--- src/hw/rtl/csrq_pkg.sv ---
// ----------------------------------------------------------------------------
// csrq_pkg
// Shared types and codes for the coalescing sound request queue.
// ----------------------------------------------------------------------------
package csrq_pkg;

  localparam int unsigned QUEUE_DEPTH_DEF = 16;

  localparam int unsigned SLOT_W  = 16;
  localparam int unsigned GEN_W   = 16;
  localparam int unsigned REQV_W  = 10;
  localparam int unsigned VOL_W   = 9;
  localparam int unsigned PITCH_W = 16;
  localparam int unsigned DROP_W  = 16;
  localparam int unsigned KIND_W  = 2;

  localparam int unsigned IN_DATA_W  = 64;
  localparam int unsigned OUT_DATA_W = 80;

  localparam logic [VOL_W-1:0]   UNITY_VOL   = 9'd256;
  localparam logic [PITCH_W-1:0] UNITY_PITCH = 16'd256;
  localparam logic [DROP_W-1:0]  DROP_MAX    = 16'hFFFF;

  // command codes (tuser on the input side)
  localparam logic CMD_ENQ   = 1'b0;
  localparam logic CMD_FLUSH = 1'b1;

  // result kinds (tuser on the output side)
  localparam logic [KIND_W-1:0] KIND_ACCEPT = 2'd0;
  localparam logic [KIND_W-1:0] KIND_REJECT = 2'd1;
  localparam logic [KIND_W-1:0] KIND_PLAY   = 2'd2;
  localparam logic [KIND_W-1:0] KIND_DONE   = 2'd3;

  // configuration register indexes
  localparam logic REG_GAIN = 1'b0;
  localparam logic REG_MUTE = 1'b1;

  typedef struct packed {
    logic [SLOT_W-1:0]  slot;
    logic [GEN_W-1:0]   gen;
    logic [VOL_W-1:0]   vol;
    logic [PITCH_W-1:0] pitch;
  } entry_t;

  typedef struct packed {
    logic [VOL_W-1:0] gain;   // already limited to unity
    logic             mute;
  } cfg_t;

endpackage

--- src/hw/rtl/csrq_store.sv ---
// ----------------------------------------------------------------------------
// csrq_store
// Entry memory: one write port, one read port with registered read data.
// ----------------------------------------------------------------------------
module csrq_store #(
  parameter int unsigned QUEUE_DEPTH = csrq_pkg::QUEUE_DEPTH_DEF,
  parameter int unsigned IDX_W       = (QUEUE_DEPTH > 1) ? $clog2(QUEUE_DEPTH) : 1
) (
  input  logic                clk_i,
  input  logic                we_i,
  input  logic [IDX_W-1:0]    waddr_i,
  input  csrq_pkg::entry_t    wdata_i,
  input  logic                re_i,
  input  logic [IDX_W-1:0]    raddr_i,
  output csrq_pkg::entry_t    rdata_o
);

  csrq_pkg::entry_t mem [QUEUE_DEPTH];
  csrq_pkg::entry_t rdata_q;

  always_ff @(posedge clk_i) begin
    if (we_i) begin
      mem[waddr_i] <= wdata_i;
    end
  end

  always_ff @(posedge clk_i) begin
    if (re_i) begin
      rdata_q <= mem[raddr_i];
    end
  end

  assign rdata_o = rdata_q;

endmodule

--- src/hw/rtl/csrq_seq.sv ---
// ----------------------------------------------------------------------------
// csrq_seq
// Sequencer: scans the entry store for a duplicate handle on enqueue,
// streams the entries through the gain multiplier on flush, and holds the
// output register.
// ----------------------------------------------------------------------------
module csrq_seq #(
  parameter int unsigned QUEUE_DEPTH = csrq_pkg::QUEUE_DEPTH_DEF,
  parameter int unsigned IDX_W       = (QUEUE_DEPTH > 1) ? $clog2(QUEUE_DEPTH) : 1,
  parameter int unsigned CNT_W       = $clog2(QUEUE_DEPTH + 1)
) (
  input  logic                                clk_i,
  input  logic                                rst_ni,
  input  csrq_pkg::cfg_t                      cfg_i,
  // input beats
  input  logic                                s_tvalid_i,
  output logic                                s_tready_o,
  input  logic [csrq_pkg::IN_DATA_W-1:0]      s_tdata_i,
  input  logic                                s_tuser_i,
  // result beats
  output logic                                m_tvalid_o,
  input  logic                                m_tready_i,
  output logic [csrq_pkg::OUT_DATA_W-1:0]     m_tdata_o,
  output logic [csrq_pkg::KIND_W-1:0]         m_tuser_o,
  output logic                                m_tlast_o,
  // entry store
  output logic                                we_o,
  output logic [IDX_W-1:0]                    waddr_o,
  output csrq_pkg::entry_t                    wdata_o,
  output logic                                re_o,
  output logic [IDX_W-1:0]                    raddr_o,
  input  csrq_pkg::entry_t                    rdata_i
);

  localparam logic [1:0] ST_IDLE  = 2'd0;
  localparam logic [1:0] ST_SCAN  = 2'd1;
  localparam logic [1:0] ST_FLUSH = 2'd2;
  localparam logic [1:0] ST_EMIT  = 2'd3;

  localparam logic [CNT_W-1:0] FULL_CNT = CNT_W'(QUEUE_DEPTH);
  localparam int unsigned      PROD_W   = 2 * csrq_pkg::VOL_W;

  logic [1:0]                      state_q, state_d;
  logic [CNT_W-1:0]                idx_q, idx_d;
  logic [CNT_W-1:0]                count_q, count_d;
  logic                            pend_q, pend_d;
  logic [IDX_W-1:0]                pend_idx_q, pend_idx_d;
  logic [csrq_pkg::DROP_W-1:0]     drop_q, drop_d;
  csrq_pkg::entry_t                req_q, req_d;
  logic [csrq_pkg::KIND_W-1:0]     res_kind_q, res_kind_d;

  logic                            out_vld_q, out_vld_d;
  logic [csrq_pkg::KIND_W-1:0]     out_kind_q, out_kind_d;
  csrq_pkg::entry_t                out_ent_q, out_ent_d;
  logic                            out_last_q, out_last_d;
  logic [csrq_pkg::DROP_W-1:0]     out_drop_q, out_drop_d;

  // input fields
  logic [csrq_pkg::SLOT_W-1:0]     in_slot;
  logic [csrq_pkg::GEN_W-1:0]      in_gen;
  logic [csrq_pkg::REQV_W-1:0]     in_vol;
  logic [csrq_pkg::PITCH_W-1:0]    in_pitch;

  logic                            can_load;
  logic                            more;
  logic                            hit;
  logic                            play_en;
  logic [PROD_W-1:0]               prod;
  csrq_pkg::entry_t                merged;

  assign in_slot  = s_tdata_i[15:0];
  assign in_gen   = s_tdata_i[31:16];
  assign in_vol   = s_tdata_i[41:32];
  assign in_pitch = s_tdata_i[57:42];

  assign can_load = !out_vld_q || m_tready_i;
  assign more     = idx_q < count_q;
  assign hit      = pend_q && (rdata_i.slot == req_q.slot) && (rdata_i.gen == req_q.gen);
  assign play_en  = !cfg_i.mute && (cfg_i.gain != '0);
  assign prod     = PROD_W'(rdata_i.vol) * PROD_W'(cfg_i.gain);

  always_comb begin
    merged = rdata_i;
    if (req_q.vol > rdata_i.vol) begin
      merged.vol = req_q.vol;
    end
  end

  always_comb begin
    state_d    = state_q;
    idx_d      = idx_q;
    count_d    = count_q;
    pend_d     = pend_q;
    pend_idx_d = pend_idx_q;
    drop_d     = drop_q;
    req_d      = req_q;
    res_kind_d = res_kind_q;

    out_vld_d  = out_vld_q && !m_tready_i;
    out_kind_d = out_kind_q;
    out_ent_d  = out_ent_q;
    out_last_d = out_last_q;
    out_drop_d = out_drop_q;

    s_tready_o = 1'b0;
    we_o       = 1'b0;
    waddr_o    = count_q[IDX_W-1:0];
    wdata_o    = req_q;
    re_o       = 1'b0;
    raddr_o    = idx_q[IDX_W-1:0];

    case (state_q)
      ST_IDLE: begin
        s_tready_o = 1'b1;
        if (s_tvalid_i) begin
          req_d.slot  = in_slot;
          req_d.gen   = in_gen;
          req_d.vol   = (in_vol > csrq_pkg::REQV_W'(csrq_pkg::UNITY_VOL)) ?
                        csrq_pkg::UNITY_VOL : in_vol[csrq_pkg::VOL_W-1:0];
          req_d.pitch = (in_pitch == '0) ? csrq_pkg::UNITY_PITCH : in_pitch;
          idx_d       = '0;
          pend_d      = 1'b0;
          if (s_tuser_i == csrq_pkg::CMD_FLUSH) begin
            state_d = ST_FLUSH;
          end else if (in_gen == '0) begin
            res_kind_d = csrq_pkg::KIND_REJECT;
            state_d    = ST_EMIT;
          end else begin
            state_d = ST_SCAN;
          end
        end
      end

      ST_SCAN: begin
        if (hit) begin
          we_o       = 1'b1;
          waddr_o    = pend_idx_q;
          wdata_o    = merged;
          pend_d     = 1'b0;
          res_kind_d = csrq_pkg::KIND_ACCEPT;
          state_d    = ST_EMIT;
        end else if (more) begin
          // read the next entry while the previous one is compared
          re_o       = 1'b1;
          pend_d     = 1'b1;
          pend_idx_d = idx_q[IDX_W-1:0];
          idx_d      = idx_q + 1'b1;
        end else begin
          pend_d  = 1'b0;
          state_d = ST_EMIT;
          if (count_q == FULL_CNT) begin
            res_kind_d = csrq_pkg::KIND_REJECT;
            if (drop_q != csrq_pkg::DROP_MAX) begin
              drop_d = drop_q + 1'b1;
            end
          end else begin
            we_o       = 1'b1;
            count_d    = count_q + 1'b1;
            res_kind_d = csrq_pkg::KIND_ACCEPT;
          end
        end
      end

      ST_FLUSH: begin
        if (!play_en || (!pend_q && !more)) begin
          if (can_load) begin
            out_vld_d  = 1'b1;
            out_kind_d = csrq_pkg::KIND_DONE;
            out_ent_d  = '0;
            out_last_d = 1'b1;
            out_drop_d = drop_q;
            count_d    = '0;
            pend_d     = 1'b0;
            state_d    = ST_IDLE;
          end
        end else if (!pend_q || can_load) begin
          if (pend_q) begin
            out_vld_d       = 1'b1;
            out_kind_d      = csrq_pkg::KIND_PLAY;
            out_ent_d       = rdata_i;
            out_ent_d.vol   = prod[csrq_pkg::VOL_W+7:8];
            out_last_d      = 1'b0;
            out_drop_d      = drop_q;
          end
          pend_d = 1'b0;
          if (more) begin
            re_o   = 1'b1;
            pend_d = 1'b1;
            idx_d  = idx_q + 1'b1;
          end
        end
      end

      ST_EMIT: begin
        if (can_load) begin
          out_vld_d  = 1'b1;
          out_kind_d = res_kind_q;
          out_ent_d  = '0;
          out_last_d = 1'b1;
          out_drop_d = drop_q;
          state_d    = ST_IDLE;
        end
      end

      default: begin
        state_d = ST_IDLE;
      end
    endcase
  end

  always_ff @(posedge clk_i or negedge rst_ni) begin
    if (!rst_ni) begin
      state_q   <= ST_IDLE;
      idx_q     <= '0;
      count_q   <= '0;
      pend_q    <= 1'b0;
      drop_q    <= '0;
      out_vld_q <= 1'b0;
    end else begin
      state_q   <= state_d;
      idx_q     <= idx_d;
      count_q   <= count_d;
      pend_q    <= pend_d;
      drop_q    <= drop_d;
      out_vld_q <= out_vld_d;
    end
  end

  always_ff @(posedge clk_i) begin
    pend_idx_q <= pend_idx_d;
    req_q      <= req_d;
    res_kind_q <= res_kind_d;
    out_kind_q <= out_kind_d;
    out_ent_q  <= out_ent_d;
    out_last_q <= out_last_d;
    out_drop_q <= out_drop_d;
  end

  assign m_tvalid_o = out_vld_q;
  assign m_tuser_o  = out_kind_q;
  assign m_tlast_o  = out_last_q;
  assign m_tdata_o  = {7'd0, out_drop_q, out_ent_q.pitch, out_ent_q.vol,
                       out_ent_q.gen, out_ent_q.slot};

endmodule

--- src/hw/rtl/coalescing_sound_request_queue.sv ---
// ----------------------------------------------------------------------------
// coalescing_sound_request_queue
// Bounded queue of play requests that merges duplicate handles.
// ----------------------------------------------------------------------------
// Input beats carry an enqueue (tuser 0) or a flush (tuser 1). Every enqueue
// gives one result beat: accepted, or rejected for a zero generation or a
// full queue (the drop counter saturates at 65535). A flush gives one play
// beat per queued entry, in queue order, with volume scaled by master gain,
// then a done beat with tlast high; muted or zero gain gives the done beat
// alone. The queue is emptied either way.
// Timing: the entry store is read one entry a cycle through its single
// registered read port, unless a stalled receiver holds a flush. tready is
// low until the item is finished, so no new input beat is taken while an
// enqueue or a flush is under way.
// Results sit in an output register; a stalled receiver holds the sequencer
// but a finished result never blocks the next input beat. Reset empties the
// queue, clears the drop counter, sets gain to unity and unmutes. The APB
// port writes gain at 0x0 and mute at 0x4; the user must write them only
// while idle, as the block itself does not enforce this.
// ----------------------------------------------------------------------------
module coalescing_sound_request_queue #(
  parameter int unsigned QUEUE_DEPTH = csrq_pkg::QUEUE_DEPTH_DEF
) (
  input  logic                             clk_i,
  input  logic                             rst_ni,
  // configuration
  input  logic                             psel,
  input  logic                             penable,
  input  logic                             pwrite,
  input  logic [2:0]                       paddr,
  input  logic [31:0]                      pwdata,
  output logic [31:0]                      prdata,
  output logic                             pready,
  // input: slot[15:0], gen[31:16], req_volume[41:32], req_pitch[57:42]
  input  logic                             s_axis_tvalid,
  output logic                             s_axis_tready,
  input  logic [csrq_pkg::IN_DATA_W-1:0]   s_axis_tdata,
  // tuser: cmd[0]
  input  logic                             s_axis_tuser,
  // output: out_slot[15:0], out_gen[31:16], play_volume[40:32],
  //         play_pitch[56:41], drop_total[72:57]
  output logic                             m_axis_tvalid,
  input  logic                             m_axis_tready,
  output logic [csrq_pkg::OUT_DATA_W-1:0]  m_axis_tdata,
  // tuser: kind[1:0]
  output logic [csrq_pkg::KIND_W-1:0]      m_axis_tuser,
  output logic                             m_axis_tlast
);

  localparam int unsigned IDX_W = (QUEUE_DEPTH > 1) ? $clog2(QUEUE_DEPTH) : 1;
  localparam int unsigned CNT_W = $clog2(QUEUE_DEPTH + 1);

  logic [csrq_pkg::VOL_W-1:0] gain_q;
  logic                       mute_q;
  logic                       reg_sel;
  logic                       wr_en;
  csrq_pkg::cfg_t             cfg;

  logic                       we;
  logic [IDX_W-1:0]           waddr;
  csrq_pkg::entry_t           wdata;
  logic                       re;
  logic [IDX_W-1:0]           raddr;
  csrq_pkg::entry_t           rdata;

  assign pready  = 1'b1;
  assign reg_sel = paddr[2];
  assign wr_en   = psel && penable && pwrite;

  always_ff @(posedge clk_i or negedge rst_ni) begin
    if (!rst_ni) begin
      gain_q <= csrq_pkg::UNITY_VOL;
      mute_q <= 1'b0;
    end else if (wr_en) begin
      if (reg_sel == csrq_pkg::REG_GAIN) begin
        gain_q <= pwdata[csrq_pkg::VOL_W-1:0];
      end else begin
        mute_q <= pwdata[0];
      end
    end
  end

  always_comb begin
    if (reg_sel == csrq_pkg::REG_GAIN) begin
      prdata = {23'd0, gain_q};
    end else begin
      prdata = {31'd0, mute_q};
    end
  end

  // gain above unity acts as unity
  assign cfg.gain = (gain_q > csrq_pkg::UNITY_VOL) ? csrq_pkg::UNITY_VOL : gain_q;
  assign cfg.mute = mute_q;

  csrq_seq #(
    .QUEUE_DEPTH (QUEUE_DEPTH),
    .IDX_W       (IDX_W),
    .CNT_W       (CNT_W)
  ) u_seq (
    .clk_i      (clk_i),
    .rst_ni     (rst_ni),
    .cfg_i      (cfg),
    .s_tvalid_i (s_axis_tvalid),
    .s_tready_o (s_axis_tready),
    .s_tdata_i  (s_axis_tdata),
    .s_tuser_i  (s_axis_tuser),
    .m_tvalid_o (m_axis_tvalid),
    .m_tready_i (m_axis_tready),
    .m_tdata_o  (m_axis_tdata),
    .m_tuser_o  (m_axis_tuser),
    .m_tlast_o  (m_axis_tlast),
    .we_o       (we),
    .waddr_o    (waddr),
    .wdata_o    (wdata),
    .re_o       (re),
    .raddr_o    (raddr),
    .rdata_i    (rdata)
  );

  csrq_store #(
    .QUEUE_DEPTH (QUEUE_DEPTH),
    .IDX_W       (IDX_W)
  ) u_store (
    .clk_i   (clk_i),
    .we_i    (we),
    .waddr_i (waddr),
    .wdata_i (wdata),
    .re_i    (re),
    .raddr_i (raddr),
    .rdata_o (rdata)
  );

endmodule
--- config.mk ---
export PLATFORM = sky130hd
export DESIGN_NAME = coalescing_sound_request_queue
export DESIGN_NICKNAME = d
export VERILOG_FILES = /design/src/hw/rtl/csrq_pkg.sv /design/src/hw/rtl/csrq_store.sv /design/src/hw/rtl/csrq_seq.sv /design/src/hw/rtl/coalescing_sound_request_queue.sv
export SDC_FILE = /design/constraint.sdc
export NUM_CORES = 1
export LEC_CHECK = 0
export ABC_CLOCK_PERIOD_IN_PS = 11100
export BUFFER_PORTS_ARGS = -buffer_cell sky130_fd_sc_hd__buf_4
export CORE_MARGIN = 2
export CORE_UTILIZATION = 25
export CTS_CLUSTER_DIAMETER = 30
export DETAILED_ROUTE_END_ITERATION = 10
export PLACE_DENSITY = 0.35
export SLEW_MARGIN = 30
export SYNTH_ARGS = -nofsm -noshare
export SYNTH_HDL_FRONTEND = slang
export SYNTH_SLANG_ARGS = --single-unit
--- constraint.sdc ---
create_clock -name clk_i -period 11.1 [get_ports clk_i]
set_input_delay 2.22 -clock clk_i [delete_from_list [all_inputs] [get_ports clk_i]]
set_output_delay 2.22 -clock clk_i [all_outputs]
set_load 0.02 [all_outputs]
==> results of run 1 <==
-- metal layers --
metal	part of all wire (%)	vias up	GRT usage (%)
li1	-	10500	-
met2	51	744	25.0
met5	0	-	0
met4	2.3	0	4.79
met3	4.7	255	3.19
met1	42	13100	17.7
-- flip-flops by register name (all words and copies together) (netlist names), 9 cells and up --
signal	count
u_store.rdata_o	57
u_seq.m_tdata_o	57
u_seq.out_drop_q	16
u_store.mem	912
gain_q	9
u_seq.req_q	57
u_seq.drop_q	16
-- cells by family after synthesis --
group	share of synthesized area, %
AO/OA/AOI/OAI	1.39
AND/OR/NAND/NOR	4.29
XOR/XNOR	1.11
flip-flops	72.4
adder cells (fa/ha/maj)	3.43
multiplexers	14.9
other	0.0159
buffers and inverters	2.52
-- cell usage after synthesis (13+ instances only) --
| cell type | n |
|---|---|
| fa_1 | 48 |
| clkbuf_1 | 118 |
| mux2_2 | 53 |
| nand2_1 | 170 |
| dfrtp_1 | 39 |
| nand3_1 | 73 |
| nor4_1 | 19 |
| xnor2_1 | 14 |
| nor2_1 | 22 |
| and2_1 | 48 |
| nor2b_1 | 18 |
| buf_2 | 19 |
| buf_1 | 19 |
| xor2_1 | 46 |
| inv_1 | 81 |
| nor3_1 | 17 |
| nand2b_1 | 13 |
| buf_4 | 32 |
| o21ai_0 | 28 |
| nand4_1 | 15 |
| edfxtp_1 | 1107 |
| mux4_2 | 285 |
| ha_1 | 53 |
-- per-stage QoR --
step | std cells | total power, uW | area, um^2
4_1_cts | 5564 | 19900 | 62500
2_1_floorplan | 2462 | 8870 | 47400
3_3_place_gp | 4986 | 10600 | 51700
3_5_place_dp | 4989 | 10700 | 51800
6_report | 5567 | 19500 | 62500
5_1_grt | 5565 | 20500 | 62500
-- cell type report --
cell class / instances / area (um^2) / area share, %
clock inverters: 201 / 2210 / 3.54
flip-flops and latches: 1147 / 34300 / 54.8
repair buffers: 224 / 1760 / 2.82
clock buffers: 374 / 8510 / 13.6
inverters: 81 / 307 / 0.490
well taps: 2495 / 3120 / 4.99
diodes: 2 / 5.00 / 0.00801
multi-input cells: 1043 / 12300 / 19.7
-- power by group --
| part | internal, uW | switching (uW) | leakage, uW |
|---|---|---|---|
| clock | 6460 | 2600 | 0.00519 |
| combinational | 1740 | 2590 | 0.00569 |
| sequential | 5600 | 499 | 0.0106 |
| total | 13800 | 5690 | 0.0214 |
-- final timing paths --
kind / end / startpoint / depth (start not counted)
max: u_store.mem[5][38] / u_seq.req_q[26] / 9
max reg2reg: u_store.mem[5][38] / u_seq.req_q[26] / 9
min: u_seq.drop_q[8] / u_seq.drop_q[8] / 1
max in group asynchronous: u_seq.idx_q[0] / rst_ni / 1
min reg2reg: u_seq.drop_q[8] / u_seq.drop_q[8] / 1
min in group asynchronous: gain_q[3] / rst_ni / 1
==> flow_summary.toml, run 1 <==
[outcome]
outcome = "finished, final reports clean"

[clock_tree]
clk_latency_ns = 0.89
tritoncts = "done"
cts_buffers = 323
cts.clk_slew.worst_paths_ns = 0.04
post_cts_buffers = 0
cts_root_buf = "clkbuf_16"
hold_buffers = 0
htree_levels = 5
ctsResizeCount = 0
cts_buffer_depth = 4
cts_sinks = 1147

[synthesis]
synth-edff-count = 1107
yosysTopAreaCellShare_pct = 70.2
seq_area_frac_synth_pct = 72.4
synth_cells = 2433
async_flop_share_pct = 3.49
yosysTopAreaCell = "edfxtp_1"
ys_types = 64
syn_area_mm2 = 0.0473
synth_ff_type = "edfxtp_1"
ys_ff_latch = 1147
synth_area_per_cell_um2 = 19.5
ys_warn_count = 0
synth_area_leaders = "edfxtp_1, mux4_2, dfrtp_1"

[finish]
drive_gt1_share_pct = 35.3
final_nets = 3028
final_common_cell = "edfxtp_1"
area_growth_pct = 32.1
fillers = 17900
postLayoutCoreUtil_pct = 33.3
final_cell_mix = "edfxtp_1, clkbuf_16, mux4_2"

[worst_setup_path]
r2r_slack_ns = 5.58
path_cells = "xor2_1 > nor4_1 > nand4_1 > or4_2 > buf_4 > nand4_1 > o32ai_4 > buf_4 > buf_4"
worst-setup-path-type = "flop to flop"
cpMostUsedCell = "buf_4"
worst_ep_required_time_ns = 11.57
startpoint_type = "flop"
end_kind = "flop"
slowest_stage = "buf_4"
cp_max_fo = 44
critPathMaxStageDelay_ns = 0.76
worst-path-buf-inv = 3
crit_family = "buffers and inverters"
worstPathArrival_ns = 5.98

[route]
routed_wl_um = 139000
vias = 24600
post_drt_wl_per_cell_um = 24.9
vias_per_cell = 4.42
firstDrtPassIters = 7
drc_errors = 0
ant_nets = 0
drt_iter0_markers = 1503

[global_routing]
antenna_found_initial = 3
grt_usage_pct = 14.4
grt_max_degree = 66
grt_pass1_wl_um = 198000
grt_overflow_total = 0
grt_pass1_vias = 27500

[min_path]
hp-class = "flop to flop"

[sta]
layout_worst_path_cycle_share_pct = 49.7
period_needed_ns = 5.52
rsz0062_at_grt = "false"
holdWs_ns = 0.485
setup_slack_ns = 5.58
setup_viol_count_final = 0
skew_ns = 0.0570
finalSetupTns_ns = 0
worst_pin_slew_ns = 0.953
final_max_slew_viol_count = 0
fmax_mhz = 181
slew-limit-headroom_pct = 36.4
finalHoldViolations = 0

[die]
start_util_pct = 25.2
die_w_um = 439
die-area_mm2 = 0.193
io_pins = 225
die_h_um = 439
coreArea_mm2 = 0.188
rows = 159

[power_and_ir_drop]
peakVddDrop_mv = 0.202
power_density_mw_per_mm2 = 312
leakage_uw = 0.0214

[job]
cap_violations = 0

[place]
dpl.hpwl_um = 76400
dp_slack_ns = 5.25
gp_congestion = 0.735
port_buffers = 162
Power figures use the tool's default switching activity.
==> run 2: changes to the inputs <==
Settings changed: ABC_CLOCK_PERIOD_IN_PS 11100 to 5100.
Clock period 11.1 ns to 5.1 ns, I/O delays scaled along.
==> flow_summary.toml, run 2 (synthesis gave the netlist of run 1 again) <==
[outcome]
outcome = "finished, final reports clean"

[route]
routed_wl_um = 142000
ant_nets = 0
firstDrtPassIters = 7
drt_iter0_markers = 1713
vias = 25100
drc_errors = 0
post_drt_wl_per_cell_um = 25.0
vias_per_cell = 4.40

[finish]
seq_area_mm2 = 0.0343
final_common_cell = "edfxtp_1"
fillers = 17800
regMostFlops = "u_store.mem"
largest_reg_flops = 912
stdcell_count = 5702
final_cell_mix = "edfxtp_1, clkbuf_16, mux4_2"
multi_input_area_mm2 = 0.0124
drive_gt1_share_pct = 38.5
final_nets = 3166
area_growth_pct = 36.3

[place]
gp_congestion = 0.749
dpl.hpwl_um = 85800
dp_slack_ns = -0.176
port_buffers = 162
placedCellCount = 5111

[sta]
rsz0062_at_grt = "true"
skew_ns = 0.0650
period_needed_ns = 4.92
layout_worst_path_cycle_share_pct = 96.4
fmax_mhz = 203
worst_pin_slew_ns = 0.944
holdWs_ns = 0.192
setup_viol_count_final = 0
setup_slack_ns = 0.182
finalHoldViolations = 0
final_max_slew_viol_count = 0
slew-limit-headroom_pct = 36.9

[min_path]
hp-class = "input port to asynchronous set/reset pin"

[worst_setup_path]
worstPathArrival_ns = 5.47
r2r-end = "u_seq.m_tdata_o[40]"
r2r_slack_ns = 0.18
slowest_stage = "dfstp_2"
worst_ep_required_time_ns = 5.66
end_kind = "flop"
crit_family = "adder cells"
cpMostUsedCell = "fa_1"
worst-path-buf-inv = 6
path_cells = "buf_6 > buf_8 > nand2_2 > fa_1 > fa_1 > inv_1 > fa_1 > inv_1 > fa_1 > inv_1 > ha_1 > a2111o_1 > o211ai_1 > buf_4 > o211ai_1 > a31oi_1 > xnor2_1 > o21ai_1"
r2r-start = "gain_q[8]"
cp_max_fo = 9
startpoint_type = "flop"
critPathMaxStageDelay_ns = 0.55
worst-setup-path-type = "flop to flop"
reg2reg_depth = 18

[clock_tree]
tritoncts = "done"
clk_latency_ns = 0.89
cts_sinks = 1147
cts_buffers = 328
htree_levels = 5
cts_root_buf = "clkbuf_16"
cts.clk_slew.worst_paths_ns = 0.04
cts_buffer_depth = 4

[power_and_ir_drop]
peakVddDrop_mv = 0.562
power_density_mw_per_mm2 = 667
leakage_uw = 0.0224

[die]
rows = 159
io_pins = 225
die-area_mm2 = 0.193
die_h_um = 439
die_w_um = 439
start_util_pct = 25.2
coreArea_mm2 = 0.188

[global_routing]
grt_overflow_total = 0
grt_pass1_vias = 27700
grt_max_degree = 102
grt_pass1_wl_um = 203000
grt_usage_pct = 14.7
antenna_found_initial = 8

[job]
cap_violations = 0
## run 2: worst max path at each step
stage                              startpoint                   to  slack, ns  cells after the start
after floorplan           u_store.rdata_o[36]   u_store.mem[15][0]      -1.63                      7
after CTS                           gain_q[8]  u_seq.m_tdata_o[38]    0.00001                     18
after global routing                gain_q[8]  u_seq.m_tdata_o[40]      -0.06                     19
after detailed placement            gain_q[8]  u_seq.m_tdata_o[38]      -0.18                     17
final                               gain_q[8]  u_seq.m_tdata_o[40]       0.18                     18
after global placement              gain_q[8]  u_seq.m_tdata_o[40]      -0.24                     18
## run 2: final cells by class
class / instances / area share [%]
clock inverters: 202 / 3.34
flip-flops and latches: 1147 / 53.1
multi-input cells: 1043 / 19.3
diodes: 2 / 0.00776
well taps: 2495 / 4.84
repair buffers: 357 / 5.77
inverters: 81 / 0.473
clock buffers: 375 / 13.2
## run 2: metrics by stage
step	power [uW]	instance area [um^2]	util (%)	setup TNS (ns)
finish	43000	64500	34.3	0
global route	45100	64500	34.3	-0.110
CTS	43700	64300	34.2	0
detailed placement	23800	53600	28.5	-0.675
global placement	23800	53600	28.5	-1.12
floorplan	19300	47500	-	-1250.97
## run 2: per-layer routing
layer  track usage [%]  part of all wire (%)
met3              2.99                   4.2
met1              18.9                    44
met5                 0                 0.019
met4              4.93                   2.6
met2              24.7                    50
## run 2: timing repair
item                       CTS  global route
gates resized for setup      2            26
setup endpoints to repair    6             6
pin swaps                    3            19
gates cloned                 0             0
setup buffers                1            10
hold buffers                 0             0
## run 2: worst reg2reg max path, stage by stage, from the launching register on
cell,delay (ns)
dfstp_2,0.55
buf_6,0.12
buf_8,0.12
nand2_2,0.06
fa_1,0.50
fa_1,0.55
inv_1,0.06
fa_1,0.53
inv_1,0.05
fa_1,0.48
inv_1,0.04
ha_1,0.19
a2111o_1,0.41
o211ai_1,0.27
buf_4,0.18
o211ai_1,0.10
a31oi_1,0.21
xnor2_1,0.14
o21ai_1,0.07
## run 2: report_power, final
group | leakage [uW] | internal (uW) | total, uW | switching (uW)
logic | 0.00667 | 4160 | 10300 | 6100
clock network | 0.00517 | 13900 | 19600 | 5780
registers | 0.0106 | 12200 | 13100 | 947
total | 0.0224 | 30200 | 43000 | 12800
==> run 3: changes to the inputs <==
Settings changed: CORE_UTILIZATION 25 to 60, PLACE_DENSITY 0.35 to 0.74, REMOVE_ABC_BUFFERS set to 1, SLEW_MARGIN 30 to unset.
==> flow_summary.toml, run 3 (synthesis gave the netlist of run 1 again) <==
[power_and_ir_drop]
peakVddDrop_mv = 0.751
leakage_uw = 0.0197
power_density_mw_per_mm2 = 621

[place]
dpl.hpwl_um = 60000
port_buffers = 162
gp_congestion = 0.870

[sta]
rsz0062_at_grt = "true"
skew_ns = 0.0383
layout_worst_path_cycle_share_pct = 98.0
finalHoldViolations = 0
finalSetupTns_ns = 0
slew-limit-headroom_pct = 22.5
final_max_slew_viol_count = 0
fmax_mhz = 200
period_needed_ns = 5.00
holdWs_ns = 0.259
setup_viol_count_final = 0
worst_pin_slew_ns = 1.16

[job]
cap_violations = 0

[min_path]
hp-class = "input port to asynchronous set/reset pin"

[worst_setup_path]
cp_max_fo = 7
worst-path-buf-inv = 5
slowest_stage = "dfstp_2"
reg2reg_depth = 19
end_kind = "flop"
r2r_slack_ns = 0.10
crit_family = "adder cells"
r2r-start = "gain_q[8]"
worst-setup-path-type = "flop to flop"
r2r-end = "u_seq.m_tdata_o[40]"
worst_ep_required_time_ns = 5.55
path_cells = "buf_6 > nor2b_1 > buf_4 > buf_4 > nand2_2 > fa_1 > inv_1 > fa_1 > ha_4 > fa_1 > ha_1 > a21o_1 > a2111o_1 > o211ai_1 > buf_4 > o211ai_1 > a31oi_1 > xnor2_1 > o21ai_1"
startpoint_type = "flop"
critPathMaxStageDelay_ns = 0.63
worstPathArrival_ns = 5.45
critical_path_depth = 19

[clock_tree]
clk_latency_ns = 0.76
cts_sinks = 1147
cts_buffer_depth = 3
cts_buffers = 184
cts.clk_slew.worst_paths_ns = 0.05
tritoncts = "done"
htree_levels = 4
cts_root_buf = "clkbuf_16"

[global_routing]
antenna_found_initial = 1
grt_max_degree = 127
grt_pass1_vias = 26600
grt_overflow_total = 0
grt_usage_pct = 29.9
grt_pass1_wl_um = 175000

[route]
vias_per_cell = 6.45
drc_errors = 0
post_drt_wl_per_cell_um = 30.3
firstDrtPassIters = 6
vias = 25200
ant_nets = 0
drt_iter0_markers = 3380
routed_wl_um = 119000

[finish]
final_common_cell = "edfxtp_1"
area_growth_pct = 20.8
regMostFlops = "u_store.mem"
final_cell_mix = "edfxtp_1, mux4_2, buf_4"
final_nets = 2926
drive_gt1_share_pct = 33.3
largest_reg_flops = 912

[die]
die_w_um = 285
rows = 102
start_util_pct = 60.9
die-area_mm2 = 0.0811
die_h_um = 285
io_pins = 225
coreArea_mm2 = 0.0777

[outcome]
outcome = "finished, final reports clean"
## run 3: changes by cell type in the layout (fill, tap and decap cells not counted), sizes merged
cell	previous run	this run
clkinvlp	30	15
inv	85	111
bufinv	41	26
clkinv	127	72
clkbuf	375	198
buf	357	261
## run 3: layer usage
| layer | GRT usage, % | share of wire [%] |
|---|---|---|
| met5 | 0 | 0.011 |
| met1 | 40.6 | 37 |
| met4 | 10.1 | 3.0 |
| met3 | 6.84 | 9.9 |
| met2 | 48.5 | 50 |
## run 3: cell type report
cell class / instances / area [um^2]
Sequential cell: 1147 / 34300
Clock inverter: 143 / 1800
Multi-Input combinational cell: 1043 / 12400
Tap cell: 1040 / 1300
Clock buffer: 198 / 4680
Fill cell: 4280 / 20600
Inverter: 81 / 305
Timing Repair Buffer: 261 / 2450
Antenna cell: 2 / 5.00
## run 3: worst max path at each step
| stage | startpoint | to | slack, ns |
|---|---|---|---|
| after detailed placement | gain_q[8] | u_seq.m_tdata_o[40] | -0.16 |
| final | gain_q[8] | u_seq.m_tdata_o[40] | 0.10 |
| after global routing | gain_q[8] | u_seq.m_tdata_o[40] | -0.10 |
| after CTS | gain_q[8] | u_seq.m_tdata_o[40] | 0.008 |
| after floorplan | u_seq.idx_q[0] | u_seq.m_tdata_o[0] | -8.50 |
| after global placement | gain_q[8] | u_seq.m_tdata_o[40] | -0.07 |
## run 3: where the power goes
group | total (uW) | switching (uW) | leakage (uW) | internal (uW)
Combinational | 9590 | 5650 | 0.00597 | 3940
Clock | 12800 | 4720 | 0.00313 | 8100
Sequential | 13100 | 908 | 0.0106 | 12200
## run 3: through the flow
step                utilization (%)  area (um^2)  instances  worst slack (ns)  power, uW
CTS                            73.4        57000       3903           0.00824      35500
floorplan                         -        46600       2271             -8.50      19500
finish                         73.6        57200       3915             0.104      35500
global route                   73.6        57200       3913            -0.101      36900
global placement               65.0        50500       3562           -0.0733      22200
detailed placement             65.0        50500       3562            -0.164      22500
## run 3: repair_timing
action / CTS / global route
resized for setup: 2 / 17
setup buffers: 0 / 10
hold buffers: 0 / 0
setup endpoints to repair: 6 / 5
pin swaps: 0 / 15
